<file path="config.mk">
export PLATFORM = sky130hd
export DESIGN_NAME = dual_wheel_profile_velocity_pd_core_flat
export DESIGN_NICKNAME = d
export VERILOG_FILES = /design/src/design/dwp_pkg.sv /design/src/design/dwp_in_if.sv /design/src/design/dwp_out_if.sv /design/src/design/dual_wheel_profile_velocity_pd_core.sv /design/src/flat_wrapper.sv
export VERILOG_INCLUDE_DIRS = /design/src /design/src/design
export SDC_FILE = /design/constraint.sdc
export NUM_CORES = 2
export LEC_CHECK = 0
export ABC_AREA = 0
export BUFFER_PORTS_ARGS = -buffer_cell sky130_fd_sc_hd__buf_2
export CAP_MARGIN = 20
export CORE_MARGIN = 2
export CORE_UTILIZATION = 30
export CTS_BUF_LIST = sky130_fd_sc_hd__clkbuf_4
export DETAILED_ROUTE_END_ITERATION = 7
export PLACE_DENSITY = 0.49
export SLEW_MARGIN = 20
export SYNTH_ARGS = -nofsm -noshare
export SYNTH_HDL_FRONTEND = slang
export SYNTH_SLANG_ARGS = --single-unit
</file>
<file path="constraint.sdc">
create_clock -name clk -period 18.3 [get_ports clk]
set_input_delay 3.66 -clock clk [delete_from_list [all_inputs] [get_ports clk]]
set_output_delay 3.66 -clock clk [all_outputs]
set_load 0.03 [all_outputs]
</file>
<file path="src/design/dual_wheel_profile_velocity_pd_core_assert.svh">
// ----------------------------------------------------------------------------
// Assertion macros for the dual wheel profile velocity PD core
// Clocked on clk and disabled while rst_n is low.
// ----------------------------------------------------------------------------
`ifndef DUAL_WHEEL_PROFILE_VELOCITY_PD_CORE_ASSERT_SVH
`define DUAL_WHEEL_PROFILE_VELOCITY_PD_CORE_ASSERT_SVH

// Same-cycle implication
`define DWP_ASSERT_IMP(label, ante, cons, msg) \
  label: assert property (@(posedge clk) disable iff (!rst_n) (ante) |-> (cons)) \
    else $error(msg);

// Next-cycle implication
`define DWP_ASSERT_NXT(label, ante, cons, msg) \
  label: assert property (@(posedge clk) disable iff (!rst_n) (ante) |=> (cons)) \
    else $error(msg);

`endif

</file>
<file path="src/design/dwp_pkg.sv">
// ----------------------------------------------------------------------------
// dwp_pkg
// Types, constants and helpers of the dual wheel profile velocity PD core.
// ----------------------------------------------------------------------------
package dwp_pkg;

  typedef enum logic [2:0] {
    ST_IDLE,
    ST_LOAD,
    ST_MUL,
    ST_POST,
    ST_OUT
  } state_t;

  typedef enum logic [1:0] {
    CMD_TICK = 2'd0,
    CMD_MOVE = 2'd1,
    CMD_END  = 2'd2,
    CMD_NONE = 2'd3
  } cmd_t;

  // one micro-op per step of the tick sequence
  typedef enum logic [3:0] {
    OP_STEP,
    OP_DIST0,
    OP_SPD0,
    OP_DIST1,
    OP_SPD1,
    OP_BRAKE,
    OP_RAMP,
    OP_ERR0,
    OP_KP0,
    OP_KD0,
    OP_ERR1,
    OP_KP1,
    OP_KD1
  } op_t;

  // serial multiplier: signed A operand times unsigned B operand
  localparam int A_W     = 36;
  localparam int B_W     = 32;
  localparam int P_W     = A_W + B_W + 1;
  localparam int CNT_W   = $clog2(B_W);
  localparam int STEP_W  = 23;
  localparam int DELTA_W = 12;

  localparam logic signed [A_W-1:0] TICK_TIME_Q30      = 36'sd536870;
  localparam logic [B_W-1:0]        DIST_PER_PULSE_Q30 = 32'd17700171;
  localparam logic [B_W-1:0]        SPEED_PER_PULSE_Q26 = 32'd2212521486;
  localparam logic [B_W-1:0]        KP_Q28             = 32'd214748364;
  localparam logic [B_W-1:0]        KD_Q28             = 32'd228170137;
  localparam logic signed [31:0]    DRIVE_LIMIT_Q17    = 32'sd1153433600;
  localparam logic [10:0]           FOLD_LIMIT         = 11'd1024;
  localparam logic [12:0]           FOLD_BASE          = 13'd2049;
  localparam logic signed [31:0]    INT32_MAX          = 32'sh7fffffff;
  localparam logic signed [31:0]    INT32_MIN          = 32'sh80000000;

  // fold an encoder count into a signed pulse delta
  function automatic logic signed [DELTA_W-1:0] fold_count(input logic [10:0] count);
    logic [12:0] up;
    up = FOLD_BASE - {2'b00, count};
    if (count > FOLD_LIMIT) begin
      return $signed(up[DELTA_W-1:0]);
    end
    return -$signed({1'b0, count});
  endfunction

  // saturate a wide signed value to 32 bits
  function automatic logic signed [31:0] sat32(input logic signed [P_W-1:0] v);
    logic all_ones;
    logic all_zeros;
    all_ones  = &v[P_W-1:31];
    all_zeros = ~|v[P_W-1:31];
    if (all_ones || all_zeros) begin
      return v[31:0];
    end
    return v[P_W-1] ? INT32_MIN : INT32_MAX;
  endfunction

endpackage

</file>
<file path="src/design/dwp_in_if.sv">
// ----------------------------------------------------------------------------
// dwp_in_if
// Command and encoder sample channel, valid/ready handshake.
// ----------------------------------------------------------------------------
interface dwp_in_if;
  logic               valid;
  logic               ready;
  logic [1:0]         command;
  logic [10:0]        right_count;
  logic [10:0]        left_count;
  logic [18:0]        right_gain;
  logic [18:0]        left_gain;
  logic signed [31:0] target_distance;
  logic [30:0]        decel_distance;
  logic signed [31:0] target_speed;
  logic signed [31:0] decel_speed;
  logic [15:0]        accel;

  modport source (
    output valid, command, right_count, left_count, right_gain, left_gain,
           target_distance, decel_distance, target_speed, decel_speed, accel,
    input  ready
  );
  modport sink (
    input  valid, command, right_count, left_count, right_gain, left_gain,
           target_distance, decel_distance, target_speed, decel_speed, accel,
    output ready
  );
endinterface

</file>
<file path="src/design/dwp_out_if.sv">
// ----------------------------------------------------------------------------
// dwp_out_if
// Status result channel, valid/ready handshake.
// ----------------------------------------------------------------------------
interface dwp_out_if;
  logic               valid;
  logic               ready;
  logic signed [31:0] right_speed_avg;
  logic signed [31:0] left_speed_avg;
  logic signed [31:0] right_profile_speed;
  logic signed [31:0] left_profile_speed;
  logic signed [31:0] right_drive;
  logic signed [31:0] left_drive;
  logic signed [31:0] mean_travel;
  logic               decel_armed;

  modport source (
    output valid, right_speed_avg, left_speed_avg, right_profile_speed,
           left_profile_speed, right_drive, left_drive, mean_travel, decel_armed,
    input  ready
  );
  modport sink (
    input  valid, right_speed_avg, left_speed_avg, right_profile_speed,
           left_profile_speed, right_drive, left_drive, mean_travel, decel_armed,
    output ready
  );
endinterface

</file>
<file path="src/design/dual_wheel_profile_velocity_pd_core.sv">
// ----------------------------------------------------------------------------
// dual_wheel_profile_velocity_pd_core
// Two-wheel trapezoidal speed profile with an incremental PD speed loop.
// ----------------------------------------------------------------------------
// Usage:
//   in_ch carries one command transaction: a tick with both encoder counts and
//   steering gains, a move set, or a move end. out_ch returns exactly one
//   status transaction for each command: average speeds, profile speeds, drive
//   accumulators, mean travel and the decel-armed flag.
//   A tick runs as a sequence of eleven products on one radix-2 shift-add
//   multiplier (each a load step, the shift-add iterations and a write-back
//   step) and two plain steps (load and write-back); the status is then
//   loaded into the output register. Move commands and the unused command
//   code skip the multiplier and go straight to the output state. One command
//   is in flight at a time: in_ch.ready is high only in idle. The result sits
//   in an output register, so the next command is accepted while a result
//   still waits; when the receiver stalls with a result held
//   and another one finished, the sequencer holds until the register frees.
//   Synchronous active-low reset clears all motion state to zero and empties
//   the output register.
// ----------------------------------------------------------------------------
`include "dual_wheel_profile_velocity_pd_core_assert.svh"

module dual_wheel_profile_velocity_pd_core (
  input  logic clk,
  input  logic rst_n,
  dwp_in_if.sink    in_ch,
  dwp_out_if.source out_ch
);
  import dwp_pkg::*;

  // Sequencer
  state_t state_r, state_nxt;
  op_t    op_r;
  logic   wsel;
  logic   op_mult;
  logic   in_fire;
  logic   out_free;

  // Tick operands captured at accept
  logic signed [DELTA_W-1:0] delta_r [2];
  logic [18:0]               gain_r  [2];

  // Motion state
  logic [31:0]        dist_r   [2];
  logic signed [31:0] prev_r   [2];
  logic signed [31:0] avg_r    [2];
  logic signed [31:0] prof_r   [2];
  logic signed [31:0] hist_r   [8];
  logic signed [31:0] drive_r  [2];
  logic signed [31:0] goal_dist_r;
  logic signed [31:0] goal_speed_r;
  logic signed [31:0] brake_dist_r;
  logic signed [31:0] brake_speed_r;
  logic [15:0]        ramp_r;
  logic               pending_r;
  logic [STEP_W-1:0]  step_r;
  logic signed [31:0] prop_r;

  // Serial multiplier
  logic signed [A_W-1:0] mul_a_r;
  logic signed [A_W:0]   mul_hi_r;
  logic [B_W-1:0]        mul_lo_r;
  logic [CNT_W-1:0]      mul_cnt_r;
  logic signed [A_W+1:0] mul_sum;
  logic signed [A_W-1:0] ld_a;
  logic [B_W-1:0]        ld_b;

  // Output register
  logic               out_valid_r;
  logic signed [31:0] o_ravg_r, o_lavg_r, o_rprof_r, o_lprof_r;
  logic signed [31:0] o_rdrv_r, o_ldrv_r, o_mean_r;
  logic               o_armed_r;

  // Write-back datapath
  logic signed [P_W-1:0] prod, sh9, sh13, sh17, sh28;
  logic signed [31:0]    spd;
  logic signed [32:0]    avg_sum;
  logic [2:0]            hbase;
  logic signed [A_W-1:0] der_d1, der_d2, der;
  logic signed [32:0]    rem;
  logic signed [33:0]    abs_rem;
  logic signed [31:0]    ramp_nxt [2];
  logic signed [P_W-1:0] err_v;
  logic signed [35:0]    acc;
  logic signed [31:0]    acc_sat;
  logic signed [32:0]    mean_sum;

  assign in_fire  = in_ch.valid && in_ch.ready;
  assign out_free = !out_valid_r || out_ch.ready;

  // Wheel of the current micro-op
  always_comb begin
    unique case (op_r)
      OP_DIST1, OP_SPD1, OP_ERR1, OP_KP1, OP_KD1: wsel = 1'b1;
      default:                                    wsel = 1'b0;
    endcase
  end

  always_comb begin
    unique case (op_r)
      OP_BRAKE, OP_RAMP: op_mult = 1'b0;
      default:           op_mult = 1'b1;
    endcase
  end

  // Next state
  always_comb begin
    state_nxt = state_r;
    unique case (state_r)
      ST_IDLE: begin
        if (in_fire) begin
          state_nxt = (cmd_t'(in_ch.command) == CMD_TICK) ? ST_LOAD : ST_OUT;
        end
      end
      ST_LOAD: state_nxt = op_mult ? ST_MUL : ST_POST;
      ST_MUL: begin
        if (mul_cnt_r == CNT_W'(B_W - 1)) begin
          state_nxt = ST_POST;
        end
      end
      ST_POST: state_nxt = (op_r == OP_KD1) ? ST_OUT : ST_LOAD;
      ST_OUT: begin
        if (out_free) begin
          state_nxt = ST_IDLE;
        end
      end
      default: state_nxt = ST_IDLE;
    endcase
  end

  // Handshake outputs
  always_comb begin
    in_ch.ready  = (state_r == ST_IDLE);
    out_ch.valid = out_valid_r;
  end

  assign out_ch.right_speed_avg     = o_ravg_r;
  assign out_ch.left_speed_avg      = o_lavg_r;
  assign out_ch.right_profile_speed = o_rprof_r;
  assign out_ch.left_profile_speed  = o_lprof_r;
  assign out_ch.right_drive         = o_rdrv_r;
  assign out_ch.left_drive          = o_ldrv_r;
  assign out_ch.mean_travel         = o_mean_r;
  assign out_ch.decel_armed         = o_armed_r;

  // PD derivative term from the error history of the current wheel
  assign hbase  = {wsel, 2'b00};
  assign der_d1 = A_W'(hist_r[hbase]) - A_W'(hist_r[hbase + 3'd3]);
  assign der_d2 = A_W'(hist_r[hbase + 3'd1]) - A_W'(hist_r[hbase + 3'd2]);
  assign der    = der_d1 + der_d2 + (der_d2 <<< 1);

  // Operand select for the next product
  always_comb begin
    ld_a = '0;
    ld_b = '0;
    unique case (op_r)
      OP_STEP: begin
        ld_a = TICK_TIME_Q30;
        ld_b = B_W'(ramp_r);
      end
      OP_DIST0, OP_DIST1: begin
        ld_a = A_W'(delta_r[wsel]);
        ld_b = DIST_PER_PULSE_Q30;
      end
      OP_SPD0, OP_SPD1: begin
        ld_a = A_W'(delta_r[wsel]);
        ld_b = SPEED_PER_PULSE_Q26;
      end
      OP_ERR0, OP_ERR1: begin
        ld_a = A_W'(prof_r[wsel]);
        ld_b = B_W'(gain_r[wsel]);
      end
      OP_KP0, OP_KP1: begin
        ld_a = A_W'(hist_r[hbase]);
        ld_b = KP_Q28;
      end
      OP_KD0, OP_KD1: begin
        ld_a = der;
        ld_b = KD_Q28;
      end
      default: begin
        ld_a = '0;
        ld_b = '0;
      end
    endcase
  end

  // One multiplier bit per cycle: add A when the low bit is set, then shift
  assign mul_sum = (A_W + 2)'(mul_hi_r) + (mul_lo_r[0] ? (A_W + 2)'(mul_a_r) : '0);

  assign prod = $signed({mul_hi_r, mul_lo_r});
  assign sh9  = prod >>> 9;
  assign sh13 = prod >>> 13;
  assign sh17 = prod >>> 17;
  assign sh28 = prod >>> 28;

  // Per-tick speed and two-sample average
  assign spd     = sat32(sh9);
  assign avg_sum = 33'(spd) + 33'(prev_r[wsel]);

  // Remaining distance seen from the right wheel
  assign rem     = 33'(goal_dist_r) - 33'($signed(dist_r[0]));
  assign abs_rem = rem[32] ? -34'(rem) : 34'(rem);

  // Ramp each profile toward the goal without overshoot
  always_comb begin
    logic signed [32:0] p;
    logic signed [32:0] g;
    logic signed [32:0] up;
    logic signed [32:0] dn;
    for (int w = 0; w < 2; w++) begin
      p  = 33'(prof_r[w]);
      g  = 33'(goal_speed_r);
      up = p + $signed({10'd0, step_r});
      dn = p - $signed({10'd0, step_r});
      if (g > p) begin
        ramp_nxt[w] = (up > g) ? goal_speed_r : up[31:0];
      end else if (g < p) begin
        ramp_nxt[w] = (dn < g) ? goal_speed_r : dn[31:0];
      end else begin
        ramp_nxt[w] = prof_r[w];
      end
    end
  end

  // Speed error and accumulator update
  assign err_v = sh17 - P_W'(avg_r[wsel]);
  assign acc   = 36'(drive_r[wsel]) + 36'(prop_r) + sh28[35:0];

  always_comb begin
    if (acc > 36'(DRIVE_LIMIT_Q17)) begin
      acc_sat = DRIVE_LIMIT_Q17;
    end else if (acc < -36'(DRIVE_LIMIT_Q17)) begin
      acc_sat = -DRIVE_LIMIT_Q17;
    end else begin
      acc_sat = acc[31:0];
    end
  end

  assign mean_sum = 33'($signed(dist_r[0])) + 33'($signed(dist_r[1]));

  // Control state
  always_ff @(posedge clk) begin
    if (!rst_n) begin
      state_r     <= ST_IDLE;
      op_r        <= OP_STEP;
      mul_cnt_r   <= '0;
      out_valid_r <= 1'b0;
    end else begin
      state_r <= state_nxt;
      if (state_r == ST_IDLE && in_fire) begin
        op_r <= OP_STEP;
      end else if (state_r == ST_POST && op_r != OP_KD1) begin
        op_r <= op_t'(op_r + 4'd1);
      end
      if (state_r == ST_MUL) begin
        mul_cnt_r <= mul_cnt_r + CNT_W'(1);
      end else begin
        mul_cnt_r <= '0;
      end
      // set wins over the drain of the previous result
      if (state_r == ST_OUT && out_free) begin
        out_valid_r <= 1'b1;
      end else if (out_ch.ready) begin
        out_valid_r <= 1'b0;
      end
    end
  end

  // Motion state
  always_ff @(posedge clk) begin
    if (!rst_n) begin
      for (int w = 0; w < 2; w++) begin
        dist_r[w]  <= '0;
        prev_r[w]  <= '0;
        avg_r[w]   <= '0;
        prof_r[w]  <= '0;
        drive_r[w] <= '0;
      end
      for (int i = 0; i < 8; i++) begin
        hist_r[i] <= '0;
      end
      goal_dist_r   <= '0;
      goal_speed_r  <= '0;
      brake_dist_r  <= '0;
      brake_speed_r <= '0;
      ramp_r        <= '0;
      pending_r     <= 1'b0;
    end else begin
      if (state_r == ST_IDLE && in_fire) begin
        unique case (cmd_t'(in_ch.command))
          CMD_MOVE, CMD_END: begin
            ramp_r       <= in_ch.accel;
            goal_dist_r  <= in_ch.target_distance;
            goal_speed_r <= in_ch.target_speed;
            pending_r    <= 1'b1;
            if (cmd_t'(in_ch.command) == CMD_MOVE) begin
              brake_dist_r  <= $signed({1'b0, in_ch.decel_distance});
              brake_speed_r <= in_ch.decel_speed;
            end else begin
              // move end brakes to a stop at the goal itself
              brake_dist_r  <= in_ch.target_distance;
              brake_speed_r <= '0;
            end
          end
          default: begin
          end
        endcase
      end else if (state_r == ST_POST) begin
        unique case (op_r)
          OP_DIST0, OP_DIST1: begin
            dist_r[wsel] <= dist_r[wsel] + sh13[31:0];
          end
          OP_SPD0, OP_SPD1: begin
            avg_r[wsel]  <= avg_sum[32:1];
            prev_r[wsel] <= spd;
          end
          OP_BRAKE: begin
            if (pending_r && (34'(brake_dist_r) >= abs_rem)) begin
              goal_speed_r <= brake_speed_r;
              pending_r    <= 1'b0;
            end
          end
          OP_RAMP: begin
            prof_r[0] <= ramp_nxt[0];
            prof_r[1] <= ramp_nxt[1];
          end
          OP_ERR0, OP_ERR1: begin
            // advance the error history, newest first
            hist_r[hbase + 3'd3] <= hist_r[hbase + 3'd2];
            hist_r[hbase + 3'd2] <= hist_r[hbase + 3'd1];
            hist_r[hbase + 3'd1] <= hist_r[hbase];
            hist_r[hbase]        <= sat32(err_v);
          end
          OP_KD0, OP_KD1: begin
            drive_r[wsel] <= acc_sat;
          end
          default: begin
          end
        endcase
      end
    end
  end

  // Payload registers
  always_ff @(posedge clk) begin
    if (state_r == ST_IDLE && in_fire) begin
      delta_r[0] <= fold_count(in_ch.right_count);
      delta_r[1] <= fold_count(in_ch.left_count);
      gain_r[0]  <= in_ch.right_gain;
      gain_r[1]  <= in_ch.left_gain;
    end
    if (state_r == ST_LOAD) begin
      mul_a_r  <= ld_a;
      mul_hi_r <= '0;
      mul_lo_r <= ld_b;
    end else if (state_r == ST_MUL) begin
      mul_hi_r <= mul_sum[A_W+1:1];
      mul_lo_r <= {mul_sum[0], mul_lo_r[B_W-1:1]};
    end
    if (state_r == ST_POST && op_r == OP_STEP) begin
      step_r <= sh13[STEP_W-1:0];
    end
    if (state_r == ST_POST && (op_r == OP_KP0 || op_r == OP_KP1)) begin
      prop_r <= sh28[31:0];
    end
    if (state_r == ST_OUT && out_free) begin
      o_ravg_r  <= avg_r[0];
      o_lavg_r  <= avg_r[1];
      o_rprof_r <= prof_r[0];
      o_lprof_r <= prof_r[1];
      o_rdrv_r  <= drive_r[0];
      o_ldrv_r  <= drive_r[1];
      o_mean_r  <= mean_sum[32:1];
      o_armed_r <= pending_r;
    end
  end

  // Assertions
  `DWP_ASSERT_NXT(a_tick_starts, in_fire && (in_ch.command == CMD_TICK), (state_r == ST_LOAD) && (op_r == OP_STEP), "tick did not start the sequence")
  `DWP_ASSERT_NXT(a_move_arms, in_fire && ((in_ch.command == CMD_MOVE) || (in_ch.command == CMD_END)), pending_r, "move did not arm decel")
  `DWP_ASSERT_IMP(a_disarm_at_brake, $fell(pending_r), $past(state_r == ST_POST) && $past(op_r == OP_BRAKE), "decel disarmed outside the brake step")
  `DWP_ASSERT_IMP(a_drive_bound, 1'b1, (drive_r[0] <= DRIVE_LIMIT_Q17) && (drive_r[0] >= -DRIVE_LIMIT_Q17) && (drive_r[1] <= DRIVE_LIMIT_Q17) && (drive_r[1] >= -DRIVE_LIMIT_Q17), "drive accumulator out of range")

endmodule
</file>
<file path="src/flat_wrapper.sv">
// flat-port wrapper written by rule: the top's interface ports become plain ports
module dual_wheel_profile_velocity_pd_core_flat import dwp_pkg::*;
  (clk, rst_n, in_ch_valid, in_ch_command, in_ch_right_count, in_ch_left_count, in_ch_right_gain, in_ch_left_gain, in_ch_target_distance, in_ch_decel_distance, in_ch_target_speed, in_ch_decel_speed, in_ch_accel, in_ch_ready, out_ch_valid, out_ch_right_speed_avg, out_ch_left_speed_avg, out_ch_right_profile_speed, out_ch_left_profile_speed, out_ch_right_drive, out_ch_left_drive, out_ch_mean_travel, out_ch_decel_armed, out_ch_ready);
  dwp_in_if in_ch_i ();
  dwp_out_if out_ch_i ();
  input  logic clk;
  input  logic rst_n;
  input wire logic [$bits(in_ch_i.valid)-1:0] in_ch_valid;
  input wire logic [$bits(in_ch_i.command)-1:0] in_ch_command;
  input wire logic [$bits(in_ch_i.right_count)-1:0] in_ch_right_count;
  input wire logic [$bits(in_ch_i.left_count)-1:0] in_ch_left_count;
  input wire logic [$bits(in_ch_i.right_gain)-1:0] in_ch_right_gain;
  input wire logic [$bits(in_ch_i.left_gain)-1:0] in_ch_left_gain;
  input wire logic [$bits(in_ch_i.target_distance)-1:0] in_ch_target_distance;
  input wire logic [$bits(in_ch_i.decel_distance)-1:0] in_ch_decel_distance;
  input wire logic [$bits(in_ch_i.target_speed)-1:0] in_ch_target_speed;
  input wire logic [$bits(in_ch_i.decel_speed)-1:0] in_ch_decel_speed;
  input wire logic [$bits(in_ch_i.accel)-1:0] in_ch_accel;
  output wire logic [$bits(in_ch_i.ready)-1:0] in_ch_ready;
  output wire logic [$bits(out_ch_i.valid)-1:0] out_ch_valid;
  output wire logic [$bits(out_ch_i.right_speed_avg)-1:0] out_ch_right_speed_avg;
  output wire logic [$bits(out_ch_i.left_speed_avg)-1:0] out_ch_left_speed_avg;
  output wire logic [$bits(out_ch_i.right_profile_speed)-1:0] out_ch_right_profile_speed;
  output wire logic [$bits(out_ch_i.left_profile_speed)-1:0] out_ch_left_profile_speed;
  output wire logic [$bits(out_ch_i.right_drive)-1:0] out_ch_right_drive;
  output wire logic [$bits(out_ch_i.left_drive)-1:0] out_ch_left_drive;
  output wire logic [$bits(out_ch_i.mean_travel)-1:0] out_ch_mean_travel;
  output wire logic [$bits(out_ch_i.decel_armed)-1:0] out_ch_decel_armed;
  input wire logic [$bits(out_ch_i.ready)-1:0] out_ch_ready;
  assign in_ch_i.valid = in_ch_valid;
  assign in_ch_i.command = in_ch_command;
  assign in_ch_i.right_count = in_ch_right_count;
  assign in_ch_i.left_count = in_ch_left_count;
  assign in_ch_i.right_gain = in_ch_right_gain;
  assign in_ch_i.left_gain = in_ch_left_gain;
  assign in_ch_i.target_distance = in_ch_target_distance;
  assign in_ch_i.decel_distance = in_ch_decel_distance;
  assign in_ch_i.target_speed = in_ch_target_speed;
  assign in_ch_i.decel_speed = in_ch_decel_speed;
  assign in_ch_i.accel = in_ch_accel;
  assign in_ch_ready = in_ch_i.ready;
  assign out_ch_valid = out_ch_i.valid;
  assign out_ch_right_speed_avg = out_ch_i.right_speed_avg;
  assign out_ch_left_speed_avg = out_ch_i.left_speed_avg;
  assign out_ch_right_profile_speed = out_ch_i.right_profile_speed;
  assign out_ch_left_profile_speed = out_ch_i.left_profile_speed;
  assign out_ch_right_drive = out_ch_i.right_drive;
  assign out_ch_left_drive = out_ch_i.left_drive;
  assign out_ch_mean_travel = out_ch_i.mean_travel;
  assign out_ch_decel_armed = out_ch_i.decel_armed;
  assign out_ch_i.ready = out_ch_ready;
  dual_wheel_profile_velocity_pd_core u_core (.clk(clk), .rst_n(rst_n), .in_ch(in_ch_i), .out_ch(out_ch_i));
endmodule
</file>
==> metrics.txt <==
Avg WL per Cell about 23 um; global route overflow 0; Multi-input gate area 41900 um^2; Post-Synthesis Cell Area 78100 um^2; Starting Density 0.301; number of synthesized flops with an enable pin between 900 and 1000; CTS tree done; initial antenna violation count 24; fill count 26792; DR vias about 65000; Area after DPL about 84000 um^2; crit-path max cell delay ~0.73 ns; Synth Flop Type edfxtp_1; synth-to-layout area growth 13.7%; reg2reg path depth 34; worst hold margin 0.437 ns; DIE HEIGHT just over 500 um; Register Area around 34000 um^2; status finished, final reports clean; Setup CP Type flip-flop to flip-flop; gr usage total 0.206; Buffers on Ports between 400 and 500; Synth Area in Compound Gates 0.174; final hold vios 0; synth unique cells around 110; Crit Path Max Fanout approximately 120; largest net degree at the start of global routing between 100 and 150; WL final 281000 um; fraction of layout cells with a size suffix above 1 0.135; post_cts resized 0; placer congestion estimate between 0.9 and 1; # clock sinks around 1200; vias in the first global route ~63000; FMAX a little under 90 MHz; clk slew on worst S/H paths around 0.06 ns; post-synthesis xor/xnor area fraction 0.0527; register area share after synthesis 0.429; commonest non-fill, non-tap cell in the layout edfxtp_1; Max VDD drop approximately 67 uV; CP max-delay cell or2_4; Slew @ Worst Pin approximately 1.1 ns; Bufs on Longest Clock Path 4; period utilisation layout 0.611; Mapped Nets around 9000; most frequent cells in the layout edfxtp_1, nor2_1, nand2_1, ha_1, a21oi_1; DRT antenna net count 0; Die X 514 um; Clk Latency, worst-skew pair approximately 1.4 ns; CTS HTree Levels 5; # nets final slightly below 10000; crit start category flip-flop; relative slew slack 0.258; worst hold stages 0; Rows 187; Seq cells post-synth between 1000 and 1500; Remaining DRCs 0; Critical Path Most Common Cell a21o_1; type of the most critical hold path flip-flop to flip-flop; Synthesis Warnings 0; Slew Limit Fails 0; TritonCTS buffer count between 300 and 400; die area 265000 um^2; setup violators final 0; post-route setup slack approximately 7.1 ns; max cap viols 0; skew final roughly 0.14 ns; hold buffers post-CTS 0; Post-synth ARST share 0; Ports between 400 and 500; minimum clock period between 10 and 15 ns; Worst setup EP type flip-flop; DP HPWL roughly 210000 um; pre-CTS setup slack 7.06 ns; Crit path required time 19.44 ns; drt pass-1 iters 6; Mapped Avg Cell Area 9.71 um^2; mux cell area share after synthesis 0.0300; DRT iter0 DRCs around 5500; Leakage 37.8 nW; first-pass GRT wire length 410000 um; post-synthesis adder-cell area fraction 0.127; Synth Area in Simple Gates 0.150; unrepaired setup endpoints after global routing false; Core Area 259000 um^2; DR vias/cell roughly 5.3; Mapped Cells a little over 8000; power per cell area roughly 100 nW/um^2; Finished Cell Area ~89000 um^2; Post-CTS Setup Repair Bufs 0; largest family of logic cells by synthesized area compound AO/OA/AOI/OAI gates; Root Buffer clkbuf_4; Worst EP arrival approximately 12 ns; setup TNS 0 ns
==> critical path, delay by kind of cell (launching register included) <==
kind                     cells  cell delay (ns)
XOR/XNOR                     1             0.15
flip-flops                   1             0.42
buffers and inverters        4             1.52
adder cells (fa/ha/maj)      4             1.48
multiplexers                 1             0.37
AO/OA/AOI/OAI               20             5.77
AND/OR/NAND/NOR              4             1.22
==> synthesized netlist by cell type (90+ instances only) <==
master    number  area, um^2
a21boi_0      97         728
a21o_1       217        1630
a21oi_1      598        2990
clkbuf_1     272        1020
dfxtp_1      195        3900
edfxtp_1     986       29600
ha_1         716        8960
inv_1        432        1620
mux2i_1      232        2320
nand2_1      833        3130
nand3_1      131         656
nor2_1       839        3150
nor2b_1      134         838
nor3_1       128         641
o21a_1        90         676
o21ai_0      382        1910
xnor2_1      292        2560
xor2_1       178        1560
==> sequential cells by signal, indices dropped and copies added, names as in the netlist, 36 cells and up <==
signal	count
u_core.mul_a_r	36
u_core.hist_r	256
u_core.prev_r	64
u_core.gain_r	38
u_core.mul_hi_r	37
u_core.avg_r	64
u_core.dist_r	64
u_core.prof_r	64
u_core.drive_r	64
==> where the power goes <==
part           total, mW  switching [mW]  internal, mW
combinational       3.37            2.14          1.23
sequential          3.28           0.199          3.08
clock               2.54            1.22          1.32
==> metal layers <==
| metal | part of all wire | global-route usage |
|---|---|---|
| met4 | 0.038 | 0.0774 |
| met3 | 0.064 | 0.0331 |
| met2 | 0.44 | 0.323 |
| met5 | 0.000082 | 0 |
| met1 | 0.45 | 0.284 |
==> stage by stage <==
step	total power, mW	std cells	utilization
after CTS	9.23	12296	0.342
after floorplan	5.59	8048	-
after detailed placement	6.63	11687	0.326
final	9.18	12309	0.343
after global placement	6.61	11687	0.326
after global routing	9.77	12307	0.343
==> logic make-up (layout without fill, tap and decap cells) <==
logic type,count (synthesis),count (layout)
AND/OR/NAND/NOR,2565,2565
XOR/XNOR,470,470
buffers and inverters,758,1604
adder cells (fa/ha/maj),763,763
AO/OA/AOI/OAI,2076,2076
flip-flops,1181,1181
multiplexers,234,234
other,1,14
==> worst paths after layout <==
check / slack, ns / endpoint / from
hold / removal: 0.44 / out_ch_right_drive[3] / u_core.drive_r[0][3]
hold reg to reg: 0.44 / out_ch_right_drive[3] / u_core.drive_r[0][3]
setup reg to reg: 7.13 / u_core.mul_a_r[35] / u_core.op_r[0]
setup / recovery: 7.13 / u_core.mul_a_r[35] / u_core.op_r[0]
==> cell type report <==
class / instances / area share
Antenna cell: 13 / 0.000366
Clock buffer: 495 / 0.0418
Clock inverter: 114 / 0.00694
Inverter: 434 / 0.0183
Multi-Input combinational cell: 6109 / 0.472
Sequential cell: 1181 / 0.377
Tap cell: 3402 / 0.0479
Timing Repair Buffer: 561 / 0.0355
Power figures use the tool's default switching activity.
